--- src/hdl/vaphr_pkg.sv ---
// ----------------------------------------------------------------------------
// vaphr_pkg
// Shared types, register indexes and helpers for the audio packet header
// restore block.
// ----------------------------------------------------------------------------
package vaphr_pkg;

  // Configuration register indexes
  localparam logic REG_MODE_COUNT = 1'b0;
  localparam logic REG_MODE_LONG  = 1'b1;

  // Depth of the result queue
  localparam int OUTQ_DEPTH = 4;

  // One result word
  typedef struct packed {
    logic [7:0] out_byte;
    logic       end_of_packet;
    logic [5:0] mode_number;
    logic       long_block;
    logic       mode_error;
  } result_t;

  // Results produced by one input word: count, then up to two entries
  typedef struct packed {
    logic [1:0] count;
    result_t    r0;
    result_t    r1;
  } push_t;

  // Number of bits needed to write v
  function automatic logic [2:0] bits_needed(input logic [5:0] v);
    logic [2:0] n;
    n = 3'd0;
    for (int i = 0; i < 6; i++) begin
      if (v[i]) n = 3'(i + 1);
    end
    return n;
  endfunction

endpackage

--- src/hdl/vorbis_audio_packet_header_restore.sv ---
// ----------------------------------------------------------------------------
// vorbis_audio_packet_header_restore
// Rebuilds standard audio packets from stripped packets, one byte per word.
// Path: a byte accepted from the input stream is held in the input register,
// and its result words are written into the result queue before they reach
// the result stream. Throughput: one input word per cycle while the result
// queue has room; the last byte of a good packet yields two result words.
// Reset: synchronous, clears the input stage, queue and packet state, and
// sets mode_count to 1 and all long-block flags to 0.
// ----------------------------------------------------------------------------
module vorbis_audio_packet_header_restore #(
  parameter int MAX_MODES = 64
) (
  input  logic        clk,
  input  logic        rst,
  // input stream
  input  logic        s_tvalid,
  output logic        s_tready,
  input  logic [7:0]  s_tdata,   // [7:0] data_byte
  input  logic        s_tlast,   // last_byte
  input  logic [1:0]  s_tuser,   // [0] previous_long, [1] next_long
  // result stream
  output logic        m_tvalid,
  input  logic        m_tready,
  output logic [15:0] m_tdata,   // [7:0] out_byte, [13:8] mode_number,
                                 // [14] long_block, [15] zero
  output logic        m_tlast,   // end_of_packet
  output logic        m_tuser,   // mode_error
  // configuration writes
  input  logic        cfg_valid,
  output logic        cfg_ready,
  input  logic        cfg_index,
  input  logic [63:0] cfg_data
);

  logic               in_valid;
  logic [7:0]         in_data;
  logic               in_last;
  logic               in_prev;
  logic               in_next;
  logic               fire;
  logic               room;
  logic [6:0]         mode_count;
  logic [63:0]        mode_long_flags;
  vaphr_pkg::push_t   push;
  vaphr_pkg::result_t out_item;

  assign fire     = in_valid && room;
  assign s_tready = !in_valid || fire;

  // Input register
  always_ff @(posedge clk) begin
    if (rst) begin
      in_valid <= 1'b0;
    end else if (s_tvalid && s_tready) begin
      in_valid <= 1'b1;
    end else if (fire) begin
      in_valid <= 1'b0;
    end
  end

  always_ff @(posedge clk) begin
    if (s_tvalid && s_tready) begin
      in_data <= s_tdata;
      in_last <= s_tlast;
      in_prev <= s_tuser[0];
      in_next <= s_tuser[1];
    end
  end

  vaphr_regs u_regs (
    .clk             (clk),
    .rst             (rst),
    .cfg_valid       (cfg_valid),
    .cfg_ready       (cfg_ready),
    .cfg_index       (cfg_index),
    .cfg_data        (cfg_data),
    .mode_count      (mode_count),
    .mode_long_flags (mode_long_flags)
  );

  vaphr_core #(
    .MAX_MODES (MAX_MODES)
  ) u_core (
    .clk             (clk),
    .rst             (rst),
    .fire            (fire),
    .data_byte       (in_data),
    .last_byte       (in_last),
    .previous_long   (in_prev),
    .next_long       (in_next),
    .mode_count      (mode_count),
    .mode_long_flags (mode_long_flags),
    .push            (push)
  );

  vaphr_outq u_outq (
    .clk       (clk),
    .rst       (rst),
    .push      (push),
    .push_en   (fire),
    .room      (room),
    .out_valid (m_tvalid),
    .out_ready (m_tready),
    .out_item  (out_item)
  );

  // Pack the result word
  assign m_tdata = {1'b0, out_item.long_block, out_item.mode_number, out_item.out_byte};
  assign m_tlast = out_item.end_of_packet;
  assign m_tuser = out_item.mode_error;

endmodule

--- src/hdl/vaphr_core.sv ---
// ----------------------------------------------------------------------------
// vaphr_core
// Per-word restore logic: decodes the mode on a packet's first byte, inserts
// the header bits, shifts the payload and flushes the carry on the last byte.
// ----------------------------------------------------------------------------
module vaphr_core #(
  parameter int MAX_MODES = 64
) (
  input  logic                 clk,
  input  logic                 rst,
  input  logic                 fire,
  input  logic [7:0]           data_byte,
  input  logic                 last_byte,
  input  logic                 previous_long,
  input  logic                 next_long,
  input  logic [6:0]           mode_count,
  input  logic [63:0]          mode_long_flags,
  output vaphr_pkg::push_t     push
);

  localparam logic [6:0] MaxCount = 7'(MAX_MODES);

  // Packet state
  logic [2:0] carry_bits,   carry_bits_next;
  logic [1:0] carry_count,  carry_count_next;
  logic       expect_first, expect_first_next;
  logic       drop_rest,    drop_rest_next;
  logic [5:0] held_mode,    held_mode_next;
  logic       held_long,    held_long_next;

  // First-byte decode
  logic [6:0]  count_clamped;
  logic [6:0]  count_m1;
  logic [2:0]  mode_bits;
  logic [7:0]  mode_mask;
  logic [7:0]  mode_raw;
  logic [5:0]  mode;
  logic        mode_bad;
  logic        mode_long;
  logic [3:0]  head_len;
  logic [10:0] head;
  logic [16:0] payload;
  logic [10:0] word;

  // Clamp the mode count and find the mode field width
  always_comb begin
    if (mode_count == 7'd0) begin
      count_clamped = 7'd1;
    end else if (mode_count > MaxCount) begin
      count_clamped = MaxCount;
    end else begin
      count_clamped = mode_count;
    end
    count_m1  = count_clamped - 7'd1;
    mode_bits = vaphr_pkg::bits_needed(count_m1[5:0]);
    mode_mask = 8'((9'd1 << mode_bits) - 9'd1);
    mode_raw  = data_byte & mode_mask;
    mode      = mode_raw[5:0];
    mode_bad  = {1'b0, mode} >= count_clamped;
    mode_long = mode_long_flags[mode];
  end

  // Build the output word and the next state
  always_comb begin
    carry_bits_next   = carry_bits;
    carry_count_next  = carry_count;
    expect_first_next = expect_first;
    drop_rest_next    = drop_rest;
    held_mode_next    = held_mode;
    held_long_next    = held_long;
    push              = '0;
    head_len          = 4'd1 + {1'b0, mode_bits};
    head              = {4'd0, mode, 1'b0};
    payload           = '0;
    word              = '0;

    if (drop_rest) begin
      // Discard the remainder of a bad packet
      if (last_byte) begin
        drop_rest_next    = 1'b0;
        expect_first_next = 1'b1;
      end
    end else if (expect_first && mode_bad) begin
      // Report the bad mode once and drop the rest
      push.count            = 2'd1;
      push.r0.end_of_packet = 1'b1;
      push.r0.mode_number   = mode;
      push.r0.mode_error    = 1'b1;
      drop_rest_next        = !last_byte;
      carry_bits_next       = 3'd0;
      carry_count_next      = 2'd0;
    end else begin
      if (expect_first) begin
        // Header: type bit, mode bits, optional window flags
        if (mode_long) begin
          head     = head | (11'(previous_long) << head_len)
                          | (11'(next_long) << (head_len + 4'd1));
          head_len = head_len + 4'd2;
        end
        payload           = ({9'd0, data_byte} >> mode_bits) << head_len;
        word              = head | payload[10:0];
        carry_count_next  = mode_long ? 2'd3 : 2'd1;
        held_mode_next    = mode;
        held_long_next    = mode_long;
        expect_first_next = 1'b0;
      end else begin
        word = {8'd0, carry_bits} | ({3'd0, data_byte} << carry_count);
      end
      carry_bits_next = word[10:8];

      push.count          = 2'd1;
      push.r0.out_byte    = word[7:0];
      push.r0.mode_number = held_mode_next;
      push.r0.long_block  = held_long_next;

      // Flush the carry as a final padded byte
      if (last_byte) begin
        push.count            = 2'd2;
        push.r1.out_byte      = {5'd0, word[10:8]};
        push.r1.end_of_packet = 1'b1;
        push.r1.mode_number   = held_mode_next;
        push.r1.long_block    = held_long_next;
        carry_bits_next       = 3'd0;
        carry_count_next      = 2'd0;
        expect_first_next     = 1'b1;
      end
    end
  end

  // Advance the packet state on each processed word
  always_ff @(posedge clk) begin
    if (rst) begin
      carry_bits   <= 3'd0;
      carry_count  <= 2'd0;
      expect_first <= 1'b1;
      drop_rest    <= 1'b0;
      held_mode    <= 6'd0;
      held_long    <= 1'b0;
    end else if (fire) begin
      carry_bits   <= carry_bits_next;
      carry_count  <= carry_count_next;
      expect_first <= expect_first_next;
      drop_rest    <= drop_rest_next;
      held_mode    <= held_mode_next;
      held_long    <= held_long_next;
    end
  end

endmodule

--- src/hdl/vaphr_outq.sv ---
// ----------------------------------------------------------------------------
// vaphr_outq
// Small result queue: takes up to two results per cycle while it has room
// and hands out one per cycle on the master stream side while out_ready is high.
// ----------------------------------------------------------------------------
module vaphr_outq (
  input  logic               clk,
  input  logic               rst,
  input  vaphr_pkg::push_t   push,
  input  logic               push_en,
  output logic               room,
  output logic               out_valid,
  input  logic               out_ready,
  output vaphr_pkg::result_t out_item
);

  localparam int Depth  = vaphr_pkg::OUTQ_DEPTH;
  localparam int PtrW   = $clog2(Depth);
  localparam int CountW = $clog2(Depth + 1);

  vaphr_pkg::result_t mem [Depth];
  logic [PtrW-1:0]    wptr, rptr;
  logic [CountW-1:0]  count, count_next;
  logic [1:0]         push_n;
  logic               pop;

  assign push_n    = push_en ? push.count : 2'd0;
  assign pop       = out_valid && out_ready;
  assign out_valid = count != '0;
  assign out_item  = mem[rptr];
  // Keep space for a full two-result word
  assign room      = count <= CountW'(Depth - 2);

  assign count_next = count + CountW'(push_n) - CountW'(pop);

  // Write incoming results
  always_ff @(posedge clk) begin
    if (push_n != 2'd0) mem[wptr] <= push.r0;
    if (push_n == 2'd2) mem[wptr + PtrW'(1)] <= push.r1;
  end

  // Move pointers and occupancy
  always_ff @(posedge clk) begin
    if (rst) begin
      wptr  <= '0;
      rptr  <= '0;
      count <= '0;
    end else begin
      wptr  <= wptr + PtrW'(push_n);
      if (pop) rptr <= rptr + PtrW'(1);
      count <= count_next;
    end
  end

  // Occupancy never passes the depth
  a_count_bound: assert property (@(posedge clk) disable iff (rst)
    count <= CountW'(Depth))
    else $error("result queue overfilled");

  // A push always finds space for all of its results
  a_push_fits: assert property (@(posedge clk) disable iff (rst)
    (push_n != 2'd0) |-> ({1'b0, count} + (CountW + 1)'(push_n) <= (CountW + 1)'(Depth)))
    else $error("push exceeds free space");

  // Occupancy tracks pushes and pops
  a_count_track: assert property (@(posedge clk) disable iff (rst)
    1'b1 |=> count == $past(count) + CountW'($past(push_n)) - CountW'($past(pop)))
    else $error("queue occupancy mismatch");

endmodule

--- src/hdl/vaphr_regs.sv ---
// ----------------------------------------------------------------------------
// vaphr_regs
// Configuration registers: mode count and per-mode long-block flags.
// ----------------------------------------------------------------------------
module vaphr_regs (
  input  logic        clk,
  input  logic        rst,
  input  logic        cfg_valid,
  output logic        cfg_ready,
  input  logic        cfg_index,
  input  logic [63:0] cfg_data,
  output logic [6:0]  mode_count,
  output logic [63:0] mode_long_flags
);

  assign cfg_ready = 1'b1;

  // Decode and store register writes
  always_ff @(posedge clk) begin
    if (rst) begin
      mode_count      <= 7'd1;
      mode_long_flags <= 64'd0;
    end else if (cfg_valid && cfg_ready) begin
      unique case (cfg_index)
        vaphr_pkg::REG_MODE_COUNT: mode_count      <= cfg_data[6:0];
        vaphr_pkg::REG_MODE_LONG:  mode_long_flags <= cfg_data;
        default: ;
      endcase
    end
  end

endmodule

--- config.mk ---
export PLATFORM = sky130hd
export DESIGN_NAME = vorbis_audio_packet_header_restore
export DESIGN_NICKNAME = d
export VERILOG_FILES = /design/src/hdl/vaphr_pkg.sv /design/src/hdl/vorbis_audio_packet_header_restore.sv /design/src/hdl/vaphr_core.sv /design/src/hdl/vaphr_outq.sv /design/src/hdl/vaphr_regs.sv
export SDC_FILE = /design/constraint.sdc
export NUM_CORES = 1
export LEC_CHECK = 0
export BUFFER_PORTS_ARGS = -buffer_cell sky130_fd_sc_hd__buf_2
export CORE_UTILIZATION = 49
export CTS_CLUSTER_DIAMETER = 100
export CTS_CLUSTER_SIZE = 10
export DETAILED_ROUTE_END_ITERATION = 6
export PLACE_DENSITY = 0.68
export RECOVER_POWER = 25
export SKIP_CTS_REPAIR_TIMING = 1
export SLEW_MARGIN = 30
export SYNTH_ARGS = -nofsm -noshare
export SYNTH_HDL_FRONTEND = slang
export SYNTH_SLANG_ARGS = --single-unit
--- constraint.sdc ---
create_clock -name clk -period 9.19 [get_ports clk]
set_clock_uncertainty 0.05 [all_clocks]
set_input_delay 1.838 -clock clk [delete_from_list [all_inputs] [get_ports clk]]
set_output_delay 1.838 -clock clk [all_outputs]
set_load 0.05 [all_outputs]
Word-level counts from Yosys, hierarchy flattened
Memory sizes are Yosys's and may differ from the RTL's. A register that Yosys moved wholly into a read port is not among the register bits.
Cells that the tools add are included.

storage, ports and cells
  input bits = 81
  output and inout bits = 21
  logic and storage cells = 118
  register bits = 104
  RAM bits = 68
  memories = 1

memories
  memory      words  bits a word  rd ports  clocked after Yosys merged registers in  write ports  line              text
  u_outq.mem  4      17           1         1                                        2            vaphr_outq.sv:21  vaphr_pkg::result_t mem [Depth];

cells by class
  add/subtract/negate cells = 10
  bitwise gates (word level) = 8
  reduce and logical (&&, ||, !) cells = 18
  $lt $le $gt $ge = 4
  equality and inequality tests = 3
  shift operators = 6
  mux-type cells = 52

operator list
  operator                                                                      count
  11-bit two-way mux                                                            6
  35-bit two-way mux                                                            1
  2-bit two-way mux                                                             11
  11-bit bitwise OR                                                             2
  1-bit by 4-bit left shift with 11-bit output                                  2
  1-bit two-way mux                                                             18
  17-bit by 4-bit left shift with 11-bit output                                 1
  8-bit by 3-bit >> shifter with 17-bit output                                  1
  16-bit two-way mux                                                            1
  4-bit two-way mux                                                             4
  3-bit two-way mux                                                             5
  7-bit two-way mux                                                             2
  6-bit two-way mux                                                             2
  6-bit by 1-bit subtractor with 6-bit output, second input constant            2
  3-bit by 11-bit bitwise OR with 11-bit output                                 1
  7-bit by 11-bit bitwise OR with 11-bit output                                 1
  8-bit by 2-bit left shift with 11-bit output                                  1
  3-bit AND reduction                                                           3
  8-bit two-way mux                                                             1
  6-bit by 7-bit >= comparator with 1-bit output                                1
  7-bit greater-than comparator, second input constant                          1
  7-bit logical NOT                                                             1
  6-bit by 7-bit less-than comparator with 1-bit output, second input constant  1
  6-bit bitwise AND                                                             1
  20 further kinds                                                              31

Logic depth before layout (Yosys ltp)
  word-level depth = 29
  depth in mapped cells = 37
  depth with buffers taken out = 30

Modules after synthesis
A second synthesis with hierarchy kept.

second synthesis, totals
  cell total of the unflattened synthesis = 1149
  area total of the unflattened synthesis = 11448.5 um^2

modules (own cells, without submodules)
  module                              instances  seq. area each (um^2)  cells an instance  area each (um^2)
  vaphr_core                          1          280.3                  590                4075.2
  vaphr_outq                          1          2222.1                 220                3789.9
  vaphr_regs                          1          1421.4                 320                3179.3
  vorbis_audio_packet_header_restore  1          350.3                  19                 404.1

Worst setup path before layout
No wires, ideal clock.

  path type = register to register
  start point = register u_regs.mode_count[4]
  end point = register u_outq.count[2]
  library setup time = 0.128 ns
  arrival = 7.386 ns
  period minus slack after synthesis = 7.563 ns
  path slack = 1.627 ns
  stages on the path, launching flop included = 38
  path buffers = 7
  required time = 9.012 ns
  path through = dfxtp_1 -> buf_2 -> nor2_1 -> nor4b_1 -> o21bai_1 -> ha_1 -> and3_1 -> or4_1 -> a31oi_1 -> clkbuf_1 -> inv_1 -> ha_1 -> inv_1 -> nor2_4 -> and2_4 -> buf_6 -> buf_6 -> inv_1 -> (+2 left out) -> inv_2 -> buf_1 -> buf_1 -> ha_1 -> a21o_1 -> a21o_1 -> a21o_1 -> a21o_1 -> a21o_1 -> nand2_1 -> and2_0 -> clkbuf_1 -> nand2_1 -> ha_1 -> inv_1 -> fa_1 -> xnor2_1 -> nor2_1

on the way
  word-level cells in the longest chain between the ends = 20
  elaborated cells on any way between the ends = 21
  those cells by class = add/sub: 4; order compare: 2; shift: 1; mux: 11; bitwise: 1; reduce/logical: 2

RTL lines
  what                                                line              text
  from (decl)                                         vaphr_regs.sv:12  output logic [6:0] mode_count,
  from (signal assigned)                              vaphr_regs.sv:25  vaphr_pkg::REG_MODE_COUNT: mode_count <= cfg_data[6:0];
  7-bit greater-than comparator                       vaphr_core.sv:49  end else if (mode_count > MaxCount) begin
  7-bit two-way mux                                   vaphr_core.sv:49
  7-bit two-way mux (*)                               vaphr_core.sv:47  if (mode_count == 7'd0) begin
  6-bit by 1-bit subtractor with 6-bit output         vaphr_core.sv:54  count_m1 = count_clamped - 7'd1;
  1-bit two-way mux                                   vaphr_pkg.sv:36   if (v[i]) n = 3'(i + 1);
  2-bit two-way mux (2 in a row)                      vaphr_pkg.sv:36
  3-bit two-way mux (3 in a row)                      vaphr_pkg.sv:36
  1-bit by 3-bit left shift with 6-bit output         vaphr_core.sv:56  mode_mask = 8'((9'd1 << mode_bits) - 9'd1);
  6-bit by 1-bit subtractor with 6-bit output         vaphr_core.sv:56
  6-bit bitwise AND                                   vaphr_core.sv:57  mode_raw = data_byte & mode_mask;
  6-bit by 7-bit >= comparator with 1-bit output (*)  vaphr_core.sv:59  mode_bad = {1'b0, mode} >= count_clamped;
  1-bit logical AND (*)                               vaphr_core.sv:83  end else if (expect_first && mode_bad) begin
  2-bit two-way mux (*)                               vaphr_core.sv:83
  35-bit two-way mux (*)                              vaphr_core.sv:77  if (drop_rest) begin
  2-bit two-way mux (*)                               vaphr_outq.sv:27  assign push_n = push_en ? push.count : 2'd0;
  3-bit by 2-bit adder with 3-bit output (*)          vaphr_outq.sv:34  assign count_next = count + CountW'(push_n) - CountW'(pop);
  3-bit by 1-bit subtractor with 3-bit output (*)     vaphr_outq.sv:34
  to (signal assigned)                                vaphr_outq.sv:51  count <= count_next;
  to (decl)                                           vaphr_outq.sv:23  logic [CountW-1:0] count, count_next;

Every way passes the cells marked *; elsewhere a longest branch is shown, timed or not.
A chain may end at the register's enable or synchronous reset.

Worst setup path after layout
Same ends and word-level chain as after synthesis.

==> results_dict.tcl <==
set metrics [dict create \
    r2r_end "u_outq.count[2]" \
    cts-root-buf "clkbuf_16" \
    crit_type "flop to flop" \
    synth-simple-area-share_pct 22.6 \
    row_count 50 \
    cts_buffers 17 \
    ant_nets 0 \
    max_stage_delay_ps 580 \
    synth_adder_area_share_pct 2.80 \
    netlist.area_leader.share_pct 24.7 \
    vias 8499 \
    netlist_top_cells_count "nand2_1, dfxtp_1, nor2_1" \
    rsz0062_at_grt "no" \
    synth-edff-count 55 \
    tns_ps 0 \
    setup_slack_ps 1280 \
    hold_viol 0 \
    whs_endpoint "u_outq.mem[2][0]" \
    async_flop_share_pct 0 \
    grt_util_met2_pct 44.0 \
    syn_inst 1124 \
    layout-drive-gt1-share_pct 15.6 \
    nNetsFinal 1279 \
    synthTopCellsByArea "dfxtp_1, edfxtp_1, nand2_1" \
    synth_seq_area_share_pct 41.8 \
    netlist.top_cell.by_area "dfxtp_1" \
    grtUsageTotal_pct 26.1 \
    cts_buffer_depth 2 \
    grt_pass1_vias 8067 \
    cpMaxStageDelayCell "and2_0" \
    avgRoutedWirePerCell_um 17.5 \
    critPathMaxFanout 33 \
    grt_start_max_net_pins 93 \
    route.detailed.drc 0 \
    start_util_pct 50.8 \
    rrSetupSlack_ps 1280 \
    endpoint_kind "flop" \
    synth_top_family_by_area "simple AND/OR/NAND/NOR gates" \
    dieArea_um2 20300 \
    min_period_ps 7910 \
    worstHoldPathCells 2 \
    finalCritPeriodShare_pct 86.1 \
    synth_area_per_cell_um2 8.60 \
    slew_headroom_pct -106 \
    via_per_inst 5.86 \
    ys_seq_elements 174 \
    hold_class "flop to flop" \
    cts_tree "done" \
    setup_violations 0 \
    tightest_slew_ps 3090 \
    n_antenna_cell 0 \
    place_ws_ps 1390 \
    final_max_slew_viol_count 73 \
    dp_hpwl_mm 17.4 \
    violations "max-capacitance violations, max-slew violations" \
    ir_worst_vdd_uv 141 \
    grt_busiest_layer "met2" \
    clk_latency_ps 440 \
    cts.clk_slew.worst_paths_ps 70 \
    htreeDepth 4 \
    cp.required_ps 9420 \
    synth_xor_area_share_pct 0.997 \
    reg2reg_depth 30 \
    globalRouteMet3Util_pct 4.74 \
    timing.max_cap.violations 1 \
    synth_flop_cell "dfxtp_1" \
    area_delta_synth_final_pct 12.0 \
    yosysMostFrequentCell "nand2_1" \
    antenna_found_initial 0 \
    grt_first_pass_wirelength_mm 41.2 \
    synth_area_um2 9660 \
    drtIter0Drc 668 \
    fill_cells 1794 \
    ys_warn_count 0 \
    max_freq_mhz 126 \
    muxShareOfSynthArea_pct 9.29 \
    worst_setup_path_start_kind "flop" \
    die_w_um 142 \
    fp.dieH_um 142 \
    cellLeakagePower_nw 4.24 \
    wirelength_mm 25.4 \
    drtPass1Iterations 6 \
    synth-compound-area-share_pct 17.8 \
    overflow 0 \
    min_from "u_outq.mem[2][0]" \
    cp_data_arrival_time_ps 8140 \
    powerDensity_nw_per_um2 270 \
    io_pins 102 \
    gp_congestion 0.939 \
    io_buffers 99 \
    ys_types 75 \
    numClockSinks 174 \
    reg2reg_from "u_regs.mode_count[4]" \
    core_region_area_um2 19000 \
    use_met1_pct 33.6 \
    status "finished, violations left" \
    synth_fp_nets 1226 \
]
[worst max-delay path: cells and delay by family (launching register included)]
kind / cells / cell delay, ps
AO/OA/AOI/OAI: 8 / 1380
XOR/XNOR: 2 / 480
adder cells (fa/ha/maj): 6 / 2020
buffers and inverters: 5 / 1080
flip-flops: 1 / 540
AND/OR/NAND/NOR: 9 / 2180
[worst max-delay path by stage]
stage	slack, ps	start	endpoint	cells after the start
finish	1280	u_regs.mode_count[4]	u_outq.count[2]	30
CTS	1310	u_regs.mode_count[4]	u_outq.count[2]	31
detailed placement	1390	u_regs.mode_count[4]	u_outq.count[2]	31
global placement	1610	u_regs.mode_count[4]	u_outq.count[2]	31
global route	630	u_regs.mode_count[4]	u_outq.count[2]	31
floorplan	1630	u_regs.mode_count[4]	u_outq.count[2]	37
[sequential cells by signal, indices dropped and copies added, names as in the netlist, 2 cells and up, named ones only]
| register | flops |
|---|---|
| u_outq.rptr | 2 |
| u_regs.mode_count | 7 |
| u_core.carry_count | 2 |
| u_outq.count | 3 |
| u_core.carry_bits | 3 |
| u_outq.wptr | 2 |
| in_data | 8 |
| u_outq.mem | 68 |
| u_core.held_mode | 6 |
| u_regs.mode_long_flags | 64 |
[placed cells by master (no fill, tap or decap), drive strengths merged, types with 26 or more instances in the layout]
cell    count
a21oi      98
nand3      38
nor2      102
nor2b      26
inv        32
nand2     234
dfxtp     119
edfxtp     55
mux2i      39
buf       110
[report_power, final]
part | switching, mW | internal (mW) | total, mW
Clock | 0.325 | 0.369 | 0.694
Combinational | 0.835 | 0.435 | 1.27
Sequential | 0.0607 | 0.895 | 0.956
Total | 1.22 | 1.70 | 2.92
[kinds of logic after synthesis]
group,Yosys count
adders and majority gates,21
AOI/OAI and AO/OA,253
buffers and inverters,112
xor gates and xnor gates,11
DFF,174
muxes,63
and+or+nand+nor,488
other,2
[per-stage QoR]
step	std cells	area (um^2)	hold slack (ps)	util (%)	total power, mW
global route	1450	10800	414	56.9	3.08
CTS	1449	10800	396	56.9	2.91
finish	1450	10800	394	56.9	2.92
global placement	1417	10300	379	53.9	2.20
floorplan	1124	9660	368	-	1.91
detailed placement	1417	10300	386	53.9	2.22
[final cells by class]
cell class	instances	area [um^2]	area share (%)
Inverter	31	116	1.08
Clock inverter	12	106	0.983
Tap cell	260	325	3.01
Clock buffer	20	458	4.23
Timing Repair Buffer	115	604	5.59
Multi-Input combinational cell	838	5170	47.8
Sequential cell	174	4030	37.3
[metal layers]
metal,vias to the layer above,wire (um)
met1,4037,11000
met4,0,632
met2,286,12300
met5,-,0
li1,4115,-
met3,61,1470
(Power assumes the default switching activity.)
